[src/sv/matrix_keypad_scanner_macros.svh]
// Assertion macros for the keypad scanner modules; used by the scan core.
`ifndef MATRIX_KEYPAD_SCANNER_MACROS_SVH
`define MATRIX_KEYPAD_SCANNER_MACROS_SVH

// Same-cycle implication, checked outside reset.
`define MKS_ASSERT_NOW(lbl, ante, cons, msg) \
    lbl: assert property (@(posedge i_clk) disable iff (!i_rst_n) (ante) |-> (cons)) \
        else $error(msg);

// Next-cycle implication, checked outside reset.
`define MKS_ASSERT_NEXT(lbl, ante, cons, msg) \
    lbl: assert property (@(posedge i_clk) disable iff (!i_rst_n) (ante) |=> (cons)) \
        else $error(msg);

`endif

[src/sv/mks_pkg.sv]
// Types and constants shared by the keypad scanner modules.
`timescale 1ns / 1ps
package mks_pkg;

    localparam int CFG_IDX_W  = 3;
    localparam int CFG_DATA_W = 64;
    localparam int KEY_W      = 8;
    localparam int COL_W      = 2;
    localparam int ROW_IDX_W  = 2;
    localparam int CNT_W      = 3;
    localparam int KCNT_W     = 5;
    localparam int TABLE_DEPTH = 16;

    localparam logic [KCNT_W-1:0] KEY_COUNT_MAX   = 5'd16;
    localparam logic [CNT_W-1:0]  ROW_COUNT_RST   = 3'd4;
    localparam logic [CNT_W-1:0]  COL_COUNT_RST   = 3'd4;
    localparam logic [KEY_W-1:0]  IDLE_CODE_RST   = 8'h00;

    typedef enum logic [CFG_IDX_W-1:0] {
        CFG_ROW_COUNT       = 3'd0,
        CFG_COLUMN_COUNT    = 3'd1,
        CFG_KEY_COUNT       = 3'd2,
        CFG_CODE_TABLE_LOW  = 3'd3,
        CFG_CODE_TABLE_HIGH = 3'd4,
        CFG_IDLE_CODE       = 3'd5
    } t_cfg_idx;

    // Effective (already saturated) configuration seen by the scan logic.
    typedef struct packed {
        logic [CNT_W-1:0]                   rows;
        logic [CNT_W-1:0]                   cols;
        logic [KCNT_W-1:0]                  keys;
        logic [TABLE_DEPTH-1:0][KEY_W-1:0]  codes;
        logic [KEY_W-1:0]                   no_key;
    } t_cfg;

endpackage

[src/sv/mks_cfg_regs.sv]
// Configuration registers of the keypad scanner, stored in saturated form.
`timescale 1ns / 1ps
module mks_cfg_regs #(
    parameter int MAX_ROWS    = 4,
    parameter int MAX_COLUMNS = 4
) (
    input  logic                               i_clk,
    input  logic                               i_rst_n,
    input  logic                               i_cfg_we,
    input  logic [mks_pkg::CFG_IDX_W-1:0]      i_cfg_index,
    input  logic [mks_pkg::CFG_DATA_W-1:0]     i_cfg_data,
    output mks_pkg::t_cfg                      o_cfg
);

    localparam logic [mks_pkg::CNT_W-1:0] ROWS_MAX = mks_pkg::CNT_W'(MAX_ROWS);
    localparam logic [mks_pkg::CNT_W-1:0] COLS_MAX = mks_pkg::CNT_W'(MAX_COLUMNS);

    logic [mks_pkg::CNT_W-1:0]      r_rows, n_rows;
    logic [mks_pkg::CNT_W-1:0]      r_cols, n_cols;
    logic [mks_pkg::KCNT_W-1:0]     r_keys, n_keys;
    logic [mks_pkg::CFG_DATA_W-1:0] r_codes_lo, n_codes_lo;
    logic [mks_pkg::CFG_DATA_W-1:0] r_codes_hi, n_codes_hi;
    logic [mks_pkg::KEY_W-1:0]      r_no_key, n_no_key;

    logic [mks_pkg::CNT_W-1:0]  wr_cnt;
    logic [mks_pkg::KCNT_W-1:0] wr_keys;

    assign wr_cnt  = i_cfg_data[mks_pkg::CNT_W-1:0];
    assign wr_keys = i_cfg_data[mks_pkg::KCNT_W-1:0];

    always_comb begin
        n_rows     = r_rows;
        n_cols     = r_cols;
        n_keys     = r_keys;
        n_codes_lo = r_codes_lo;
        n_codes_hi = r_codes_hi;
        n_no_key   = r_no_key;
        if (i_cfg_we) begin
            unique case (mks_pkg::t_cfg_idx'(i_cfg_index))
                mks_pkg::CFG_ROW_COUNT: begin
                    n_rows = (wr_cnt > ROWS_MAX) ? ROWS_MAX : wr_cnt;
                end
                mks_pkg::CFG_COLUMN_COUNT: begin
                    if (wr_cnt == '0) begin
                        n_cols = mks_pkg::CNT_W'(1);
                    end else if (wr_cnt > COLS_MAX) begin
                        n_cols = COLS_MAX;
                    end else begin
                        n_cols = wr_cnt;
                    end
                end
                mks_pkg::CFG_KEY_COUNT: begin
                    n_keys = (wr_keys > mks_pkg::KEY_COUNT_MAX) ? mks_pkg::KEY_COUNT_MAX
                                                                 : wr_keys;
                end
                mks_pkg::CFG_CODE_TABLE_LOW:  n_codes_lo = i_cfg_data;
                mks_pkg::CFG_CODE_TABLE_HIGH: n_codes_hi = i_cfg_data;
                mks_pkg::CFG_IDLE_CODE:       n_no_key   = i_cfg_data[mks_pkg::KEY_W-1:0];
                default: ;
            endcase
        end
    end

    always_ff @(posedge i_clk) begin
        if (!i_rst_n) begin
            r_rows     <= (mks_pkg::ROW_COUNT_RST > ROWS_MAX) ? ROWS_MAX
                                                              : mks_pkg::ROW_COUNT_RST;
            r_cols     <= (mks_pkg::COL_COUNT_RST > COLS_MAX) ? COLS_MAX
                                                              : mks_pkg::COL_COUNT_RST;
            r_keys     <= mks_pkg::KEY_COUNT_MAX;
            r_codes_lo <= '0;
            r_codes_hi <= '0;
            r_no_key   <= mks_pkg::IDLE_CODE_RST;
        end else begin
            r_rows     <= n_rows;
            r_cols     <= n_cols;
            r_keys     <= n_keys;
            r_codes_lo <= n_codes_lo;
            r_codes_hi <= n_codes_hi;
            r_no_key   <= n_no_key;
        end
    end

    assign o_cfg.rows   = r_rows;
    assign o_cfg.cols   = r_cols;
    assign o_cfg.keys   = r_keys;
    assign o_cfg.codes  = {r_codes_hi, r_codes_lo};
    assign o_cfg.no_key = r_no_key;

endmodule

[src/sv/mks_scan_core.sv]
// Scan step logic, scan state and result register of the keypad scanner.
`timescale 1ns / 1ps
`include "matrix_keypad_scanner_macros.svh"
module mks_scan_core #(
    parameter int MAX_ROWS    = 4,
    parameter int MAX_COLUMNS = 4
) (
    input  logic                          i_clk,
    input  logic                          i_rst_n,
    input  mks_pkg::t_cfg                 i_cfg,
    input  logic                          i_step,
    input  logic                          i_scan_tick,
    input  logic [MAX_ROWS-1:0]           i_row_levels,
    output logic [mks_pkg::KEY_W-1:0]     o_held_code,
    output logic [MAX_COLUMNS-1:0]        o_column_drive
);

    logic [mks_pkg::COL_W-1:0]     r_col, n_col;
    logic                          r_active, n_active;
    logic [mks_pkg::KEY_W-1:0]     r_held, n_held;
    logic [MAX_COLUMNS-1:0]        r_drive, n_drive;

    logic                          found;
    logic [mks_pkg::ROW_IDX_W-1:0] row_sel;
    logic [mks_pkg::KCNT_W-1:0]    key_idx;
    logic [mks_pkg::CNT_W-1:0]     col_inc;

    // Lowest pressed row among the rows in use.
    always_comb begin
        found   = 1'b0;
        row_sel = '0;
        for (int r = 0; r < MAX_ROWS; r++) begin
            if (!found && (mks_pkg::CNT_W'(r) < i_cfg.rows) && !i_row_levels[r]) begin
                found   = 1'b1;
                row_sel = mks_pkg::ROW_IDX_W'(r);
            end
        end
    end

    assign key_idx = mks_pkg::KCNT_W'({3'b000, row_sel} * {2'b00, i_cfg.cols})
                   + mks_pkg::KCNT_W'(r_col);
    assign col_inc = mks_pkg::CNT_W'(r_col) + mks_pkg::CNT_W'(1);

    always_comb begin
        n_col    = r_col;
        n_active = r_active;
        n_held   = r_held;
        if (i_step && i_scan_tick) begin
            if (found) begin
                n_held = (key_idx < i_cfg.keys) ? i_cfg.codes[key_idx[3:0]] : i_cfg.no_key;
            end else begin
                n_active = 1'b1;
                if (col_inc >= i_cfg.cols) begin
                    n_col  = '0;
                    n_held = i_cfg.no_key;
                end else begin
                    n_col = col_inc[mks_pkg::COL_W-1:0];
                end
            end
        end
        // Pull the active column low; a stale or released column drives nothing.
        n_drive = '1;
        for (int c = 0; c < MAX_COLUMNS; c++) begin
            if (n_active && (n_col == mks_pkg::COL_W'(c))
                    && (mks_pkg::CNT_W'(c) < i_cfg.cols)) begin
                n_drive[c] = 1'b0;
            end
        end
    end

    always_ff @(posedge i_clk) begin
        if (!i_rst_n) begin
            r_col    <= '0;
            r_active <= 1'b0;
            r_held   <= mks_pkg::IDLE_CODE_RST;
        end else begin
            r_col    <= n_col;
            r_active <= n_active;
            r_held   <= n_held;
        end
    end

    always_ff @(posedge i_clk) begin
        if (i_step) begin
            r_drive <= n_drive;
        end
    end

    assign o_held_code    = r_held;
    assign o_column_drive = r_drive;

    `MKS_ASSERT_NEXT(a_drive_one_low, i_step, $onehot0(~o_column_drive), "more than one column driven low")
    `MKS_ASSERT_NEXT(a_no_tick_holds, i_step && !i_scan_tick, $stable(r_held) && $stable(r_col), "scan state moved without a tick")
    `MKS_ASSERT_NEXT(a_advance_drives, i_step && i_scan_tick && !found, r_active, "column not activated on advance")
    `MKS_ASSERT_NOW(a_idle_released, !r_active, r_col == '0, "released scanner left column zero")

endmodule

[src/sv/matrix_keypad_scanner.sv]
// Top level of the matrix keypad scanner: input register, handshake and submodules.
`timescale 1ns / 1ps
//
//  channel | direction | handshake                | payload
//  --------+-----------+--------------------------+---------------------------------
//  input   | in        | i_in_valid / o_in_stall  | i_scan_tick, i_row_levels
//  result  | out       | o_out_valid / i_out_stall| o_held_code, o_column_drive
//  config  | in        | i_cfg_we                 | i_cfg_index, i_cfg_data
//
//  One item per cycle sustained while i_out_stall is low; an item passes from the
//  input register through one pass of step logic into the result register.
//  Reset is synchronous, active low: column 0, scanner inactive, held key 0,
//  configuration back to 4 rows, 4 columns, 16 keys, zero codes; column drive is not reset.
//  A stalled result holds in the result register; the input register keeps
//  accepting until it is full behind that stall, then o_in_stall rises.
//
module matrix_keypad_scanner #(
    parameter int MAX_ROWS    = 4,
    parameter int MAX_COLUMNS = 4
) (
    input  logic                             i_clk,
    input  logic                             i_rst_n,
    // configuration write port
    input  logic                             i_cfg_we,
    input  logic [mks_pkg::CFG_IDX_W-1:0]    i_cfg_index,
    input  logic [mks_pkg::CFG_DATA_W-1:0]   i_cfg_data,
    // input channel
    input  logic                             i_in_valid,
    output logic                             o_in_stall,
    input  logic                             i_scan_tick,
    input  logic [MAX_ROWS-1:0]              i_row_levels,
    // result channel
    output logic                             o_out_valid,
    input  logic                             i_out_stall,
    output logic [mks_pkg::KEY_W-1:0]        o_held_code,
    output logic [MAX_COLUMNS-1:0]           o_column_drive
);

    mks_pkg::t_cfg          cfg;

    logic                   r_s1_valid, n_s1_valid;
    logic                   r_s1_tick;
    logic [MAX_ROWS-1:0]    r_s1_rows;
    logic                   r_out_valid, n_out_valid;

    logic                   out_free;
    logic                   step;
    logic                   in_xfer;

    // The result register is free when empty or when its transfer happens now.
    assign out_free   = !r_out_valid || !i_out_stall;
    // Advance the registered item into the scan step whenever the result slot frees.
    assign step       = r_s1_valid && out_free;
    assign o_in_stall = r_s1_valid && !out_free;
    assign in_xfer    = i_in_valid && !o_in_stall;

    always_comb begin
        n_s1_valid = r_s1_valid;
        if (in_xfer) begin
            n_s1_valid = 1'b1;
        end else if (step) begin
            n_s1_valid = 1'b0;
        end
        n_out_valid = r_out_valid;
        if (step) begin
            n_out_valid = 1'b1;
        end else if (!i_out_stall) begin
            n_out_valid = 1'b0;
        end
    end

    always_ff @(posedge i_clk) begin
        if (!i_rst_n) begin
            r_s1_valid  <= 1'b0;
            r_out_valid <= 1'b0;
        end else begin
            r_s1_valid  <= n_s1_valid;
            r_out_valid <= n_out_valid;
        end
    end

    // Capture the payload on every input transfer.
    always_ff @(posedge i_clk) begin
        if (in_xfer) begin
            r_s1_tick <= i_scan_tick;
            r_s1_rows <= i_row_levels;
        end
    end

    assign o_out_valid = r_out_valid;

    mks_cfg_regs #(
        .MAX_ROWS    (MAX_ROWS),
        .MAX_COLUMNS (MAX_COLUMNS)
    ) u_cfg (
        .i_clk       (i_clk),
        .i_rst_n     (i_rst_n),
        .i_cfg_we    (i_cfg_we),
        .i_cfg_index (i_cfg_index),
        .i_cfg_data  (i_cfg_data),
        .o_cfg       (cfg)
    );

    mks_scan_core #(
        .MAX_ROWS    (MAX_ROWS),
        .MAX_COLUMNS (MAX_COLUMNS)
    ) u_core (
        .i_clk          (i_clk),
        .i_rst_n        (i_rst_n),
        .i_cfg          (cfg),
        .i_step         (step),
        .i_scan_tick    (r_s1_tick),
        .i_row_levels   (r_s1_rows),
        .o_held_code    (o_held_code),
        .o_column_drive (o_column_drive)
    );

endmodule
[config.mk]
export PLATFORM = sky130hd
export DESIGN_NAME = matrix_keypad_scanner
export DESIGN_NICKNAME = d
export VERILOG_FILES = /design/src/sv/mks_pkg.sv /design/src/sv/mks_cfg_regs.sv /design/src/sv/mks_scan_core.sv /design/src/sv/matrix_keypad_scanner.sv
export VERILOG_INCLUDE_DIRS = /design/src /design/src/sv
export SDC_FILE = /design/constraint.sdc
export NUM_CORES = 1
export LEC_CHECK = 0
export ABC_AREA = 0
export BUFFER_PORTS_ARGS = -buffer_cell sky130_fd_sc_hd__buf_4
export CAP_MARGIN = 10
export CORE_MARGIN = 1
export CORE_UTILIZATION = 63
export CTS_CLUSTER_SIZE = 10
export DETAILED_ROUTE_END_ITERATION = 10
export MAX_ROUTING_LAYER = met4
export PLACE_DENSITY = 0.85
export SETUP_SLACK_MARGIN = 0.02
export SYNTH_ARGS = -nofsm -noshare
export SYNTH_HDL_FRONTEND = slang
export SYNTH_SLANG_ARGS = --single-unit
[constraint.sdc]
create_clock -name i_clk -period 10.78 [get_ports i_clk]
set_clock_uncertainty 0.2 [all_clocks]
set_input_delay 1.078 -clock i_clk [delete_from_list [all_inputs] [get_ports i_clk]]
set_output_delay 1.078 -clock i_clk [all_outputs]
set_load 0.005 [all_outputs]
* Yosys cells after proc, flatten, opt, wreduce, memory -nomap -nowiden *
Index checks and enable logic that the tools add are counted.
Widths: inputs -> output; s select.

storage, ports and cells
  register bits after elaboration = 169

operators by class
  order comparisons = 13
  equal/unequal tests = 9
  add/sub/neg operators = 2
  muxes and demuxes = 28
  reduce and logical (&&, ||, !) cells = 43
  multipliers = 1

operator list
  cell                 number
  $bmux 8 s4           1
  $mux 8               4
  $logic_and 1x1->1    19
  $mux 1               15
  $reduce_and 2->1     7
  $lt 1x3->1 const A   4
  $lt 2x3->1 const A   4
  $logic_not 1->1      11
  $mux 2               5
  $eq 3x2->1 const B   2
  $eq 3x3->1 const B   2
  $logic_not 3->1      2
  $mux 3               2
  $add 5x2->5          1
  $gt 5x5->1 const B   1
  $lt 4x5->1 const B   1
  $lt 5x5->1           1
  $mul 2x3->5          1
  $mux 5               1
  $eq 2x2->1 const B   2
  $reduce_bool 2->1    2
  $add 2x1->3 const B  1
  $eq 3x1->1 const B   1
  $ge 3x3->1           1
  other kinds (5)      5

* Longest topological paths before layout *
  word-level depth = 21
  mapped depth = 17
  mapped depth without buffers = 16

* Hierarchy *
Synthesis repeated with hierarchy kept, for this count alone.

unflattened totals
  cell total of the unflattened synthesis = 772
  area, all modules = 7354.6 um^2

by module, submodules not included
  module                 area each (um^2)  instances  cells an instance
  mks_cfg_regs           5068.6            1          573
  mks_scan_core          2052.0            1          186
  matrix_keypad_scanner  234.0             1          13

* Least setup slack after synthesis *
Ideal clock, no wire load.

  path type = reg-to-reg
  from = register r_s1_rows[0]
  to = register u_core.r_held (netlist bit u_core.o_held_code[0])
  setup slack = 6582 ps
  path buffers = 1
  arrival time = 3876 ps
  library setup time = 122 ps
  cell stages (with the launch flop) = 18
  cells stage by stage = edfxtp_1 > or3b_1 > o311a_2 > o22ai_1 > a32o_1 > nand2_1 > fa_1 > inv_1 > ha_1 > fa_1 > xnor2_1 > buf_2 > inv_1 > ha_1 > a21oi_1 > o221ai_4 > nor3b_4 > a221o_1

on the way
  longest elaborated chain between the ends = 21

ends and longest elaborated chain
  what                             RTL line                     RTL
  from (decl)                      matrix_keypad_scanner.sv:43  logic [MAX_ROWS-1:0] r_s1_rows;
  from (signal assigned)           matrix_keypad_scanner.sv:86  r_s1_rows <= i_row_levels;
  $logic_not 1->1 *                mks_scan_core.sv:33          if (!found && (mks_pkg::CNT_W'(r) < i_cfg.rows) && !i_row_levels[r]) begin
  $logic_and 1x1->1 *              mks_scan_core.sv:33
  $mux 1 *                         mks_scan_core.sv:33
  $logic_not 1->1                  mks_scan_core.sv:33
  $logic_and 1x1->1 (2 in series)  mks_scan_core.sv:33
  $mux 1                           mks_scan_core.sv:33
  $logic_not 1->1                  mks_scan_core.sv:33
  $logic_and 1x1->1 (2 in series)  mks_scan_core.sv:33
  (+2 left out)                    -
  $logic_and 1x1->1 (2 in series)  mks_scan_core.sv:33
  $mux 2                           mks_scan_core.sv:33
  $mul 2x3->5                      mks_scan_core.sv:40          assign key_idx = mks_pkg::KCNT_W'({3'b000, row_sel} * {2'b00, i_cfg.cols})
  $add 5x2->5                      mks_scan_core.sv:41          + mks_pkg::KCNT_W'(r_col);
  $bmux 8 s4                       mks_scan_core.sv:50          n_held = (key_idx < i_cfg.keys) ? i_cfg.codes[key_idx[3:0]] : i_cfg.no_key;
  $mux 8 (implied by the code)     mks_scan_core.sv:50
  $mux 8                           mks_scan_core.sv:50
  $mux 8                           mks_scan_core.sv:49          if (found) begin
  to (signal assigned)             mks_scan_core.sv:75          r_held <= mks_pkg::IDLE_CODE_RST;
  to (signal assigned)             mks_scan_core.sv:79          r_held <= n_held;
  to (decl)                        mks_scan_core.sv:20          logic [mks_pkg::KEY_W-1:0] r_held, n_held;

Mark *: on every way between the ends. The rest lies on a longest branch, timed or not. The select of a mux whose other input is x is not followed.
A chain may end at the register's enable or synchronous reset.

* Worst setup path after layout *
  from = register r_s1_rows[2]
  to = register u_core.r_held (netlist bit u_core.o_held_code[0])

on the way
  longest elaborated chain between the ends = 13

ends and longest elaborated chain
  what                             RTL line
  $logic_not 1->1 *                mks_scan_core.sv:33
  $logic_and 1x1->1 *              mks_scan_core.sv:33
  $mux 1                           mks_scan_core.sv:33
  $logic_not 1->1                  mks_scan_core.sv:33
  $logic_and 1x1->1 (2 in series)  mks_scan_core.sv:33
  $mux 2                           mks_scan_core.sv:33
  $mul 2x3->5                      mks_scan_core.sv:40
  $add 5x2->5                      mks_scan_core.sv:41
  $bmux 8 s4                       mks_scan_core.sv:50
  $mux 8 (implied by the code)     mks_scan_core.sv:50
  $mux 8                           mks_scan_core.sv:50
  $mux 8                           mks_scan_core.sv:49

Marks and branches as above.

==> results.cfg <==
[outcome]
run_status = finished clean

[sta]
layout_min_cycle_time_ns = 5.597
fmax_mhz = 178.7
hold_viol = 0
final_max_slew_viol_count = 0
grt_setup_unrepaired = false
timing.setup.tns_ns = 0
relSlewSlack_pct = 24.38
max_slew.worst_pin.slew_ns = 1.133
setup_viol = 0
period_utilization_pct = 51.92

[floorplan]
initial_utilization_pct = 64.72
die-width_um = 113.3
design.portCount = 91
rows = 40
chipHeight_um = 113.3
die_area_sq_um = 12840
core_region_area_sq_um = 12060

[routing]
detailedRoute.firstPassIterationCount = 5
drt_drc_violations_left = 0
totalWireLength_um = 21400
vias = 6681
routed_wire_length_per_instance_um = 19.19
vias_per_cell = 5.992
drtIter0Drc = 757
ant_nets = 0

[worst_setup_path]
critPathBufInv = 2
critical_path.slowest_cell = fa_1
cpLargestDelayFamily = adder cells
reg2reg_setup_slack_ns = 5.18
critical_path_cell_by_cell = inv_1, a31oi_1, a2111oi_0, nand2_1, fa_1, inv_1, ha_1, fa_1, ha_1, a21o_1, a31oi_1, o221ai_4, nor3b_4, a221o_1
end_kind = flip-flop
worst_path_class_setup = reg -> reg
maximum_net_fanout_on_the_critical_path = 24
crit_required_ns = 10.89
timing.critical_path.from_type = flip-flop
worst-endpoint-arrival_ns = 5.70
worst_path_largest_cell_delay_ns = 1.25

[global_route]
grt_usage_pct = 35.91
pin_count_of_the_biggest_net_entering_global_routing = 94
first_global_vias = 6343
grt_pass1_wl_um = 33750
grt_overflow = 0
antenna_violations_before_repair = 1

[finish]
final_layout_size_suffix_gt1_share_pct = 16.70
multi_input_comb_area_sq_um = 4046
nets = 1025
final_cell_area_sq_um = 9181
flow.area_growth_from_synthesis_pct = 17.62
layout.cells.most_common = nand2_1
sequential_cell_area_sq_um = 3473
layout.cells.non_filler = 1115
fillerInstances = 830
final_cell_mix = nand2_1, dfxtp_1, a21boi_0

[yosys]
synth_top_family_by_area = compound AO/OA/AOI/OAI gates
seq_area_frac_synth_pct = 44.49
synth-warning-count = 0
postSynthAreaPerCell_sq_um = 8.911
synth_fa_ha_area_share_pct = 2.597
synthSimpleGateAreaFrac_pct = 18.91
synth_largest_area_cell = dfxtp_1
syn_inst = 876
yosysTopAreaCellShare_pct = 41.03
synth-edff-count = 9
synth_compound_area_share_pct = 20.31
xor_xnor_portion_of_the_synthesized_cell_area_pct = 0.1122
ys_ff_latch = 169
synthFlopType = dfxtp_1
postSynthNetCount = 968
ys_types = 50
mux_cell_area_share_after_synthesis_pct = 9.713
ys_async_sr_fraction_pct = 0
synth_area_leaders = dfxtp_1, nand2_1, a21boi_0
mappedNetlistArea_sq_um = 7806

[place]
dp_hpwl_um = 14580
detailed_place.area_sq_um = 8522
place.gp.congestion = 0.9521
port_buffers = 90
number_of_placed_cells_counting_well_taps = 1082

[clock_tree]
post_cts_setup_driven_buffer_insertion_count = 0
ctsRootBufferMaster = clkbuf_16
tritoncts = built
cts.reportedPaths.clkPinSlew_ns = 0.06
post_cts.resized_instances = 0
cts_buffers = 17
tritoncts_num_sinks = 169
maximum_buffer_depth_of_the_clock_tree = 2
postCtsHoldBufs = 0
cts.htree.levels = 4
worstSkewPairLatency_ns = 0.43

[hold_path]
hold_path.class = reg -> reg

[flow_run]
cap_violations = 0

[pwr]
leakage_nw = 3.231
worst_ir_drop_vdd_uv = 146.6
power_density_nw_per_um2 = 156.5
design_power_total_mw = 1.437
[flip-flops by register name, indices dropped and copies added, names as in the netlist, 3 cells and up]
| name | cells |
|---|---|
| r_s1_rows | 4 |
| u_cfg.r_codes_hi | 64 |
| u_cfg.r_codes_lo | 64 |
| u_cfg.r_cols | 3 |
| u_cfg.r_keys | 5 |
| u_cfg.r_no_key | 8 |
| u_cfg.r_rows | 3 |
| u_core.o_column_drive | 4 |
| u_core.o_held_code | 8 |
[worst paths after layout]
| kind | to | depth (start not counted) | from |
|---|---|---|---|
| min reg2reg | u_cfg.r_codes_hi[14]$_SDFFE_PN0P_ | 2 | u_cfg.r_codes_hi[14]$_SDFFE_PN0P_ |
| max reg2reg | u_core.o_held_code[0]$_SDFFE_PN0P_ | 14 | r_s1_rows[2]$_DFFE_PP_ |
| max | u_core.o_held_code[0]$_SDFFE_PN0P_ | 14 | r_s1_rows[2]$_DFFE_PP_ |
| min | u_cfg.r_codes_hi[14]$_SDFFE_PN0P_ | 2 | u_cfg.r_codes_hi[14]$_SDFFE_PN0P_ |
[tightest hold or removal path, cell delays in order, from the launching register on]
cell	delay, ns
dfxtp_1	0.31
nand2_1	0.05
a21boi_0	0.06
[kinds of logic after synthesis]
logic type               count (synthesis)
flip-flops                             169
adder cells (fa/ha/maj)                 15
AND/OR/NAND/NOR                        354
XOR/XNOR                                 1
AO/OA/AOI/OAI                          207
buffers and inverters                   76
multiplexers                            54
[where the power goes]
part	internal, mW	switching (mW)
sequential	0.643	0.0106
clock	0.419	0.256
combinational	0.0490	0.0587
[cell type report]
class                   count  area share [%]
repair buffers             97           7.931
flip-flops and latches    169           37.83
well taps                 168           2.289
diodes                      1         0.02726
clock buffers              18           4.783
inverters                  17          0.6950
clock inverters            14           2.371
multi-input cells         631           44.07
[synthesized netlist by cell type, types with 3 or more instances]
master,number
nor2_1,10
o32ai_1,3
nand2_1,294
buf_2,7
inv_1,17
nand3b_1,4
a21oi_1,9
nor2b_1,12
a21boi_0,142
mux4_2,17
nand2b_1,4
o211ai_1,3
and2_1,7
or2_2,4
ha_1,13
a221o_1,8
a21o_1,4
nand3_1,5
a211oi_1,6
buf_1,4
a22oi_1,13
mux2i_1,36
clkbuf_1,47
nor3_1,3
a221oi_1,7
edfxtp_1,9
dfxtp_1,160
[metal layers]
| layer | up-vias | track usage [%] | wire (um) |
|---|---|---|---|
| met3 | 41 | 8.356 | 1819 |
| met4 | 0 | 11.32 | 454 |
| met5 | - | - | 0 |
| met2 | 318 | 55.66 | 10050 |
| li1 | 3117 | - | - |
| met1 | 3205 | 46.75 | 9081 |
[metrics by stage]
step                hold WS, ns  utilization, %  setup WS [ns]
floorplan                0.2402               -          6.582
global placement         0.2480           70.65          5.660
detailed placement       0.2575           70.65          5.278
CTS                      0.2660           76.10          5.246
global route             0.2842           76.12          4.895
finish                   0.2659           76.12          5.183
(Power assumes the default switching activity.)
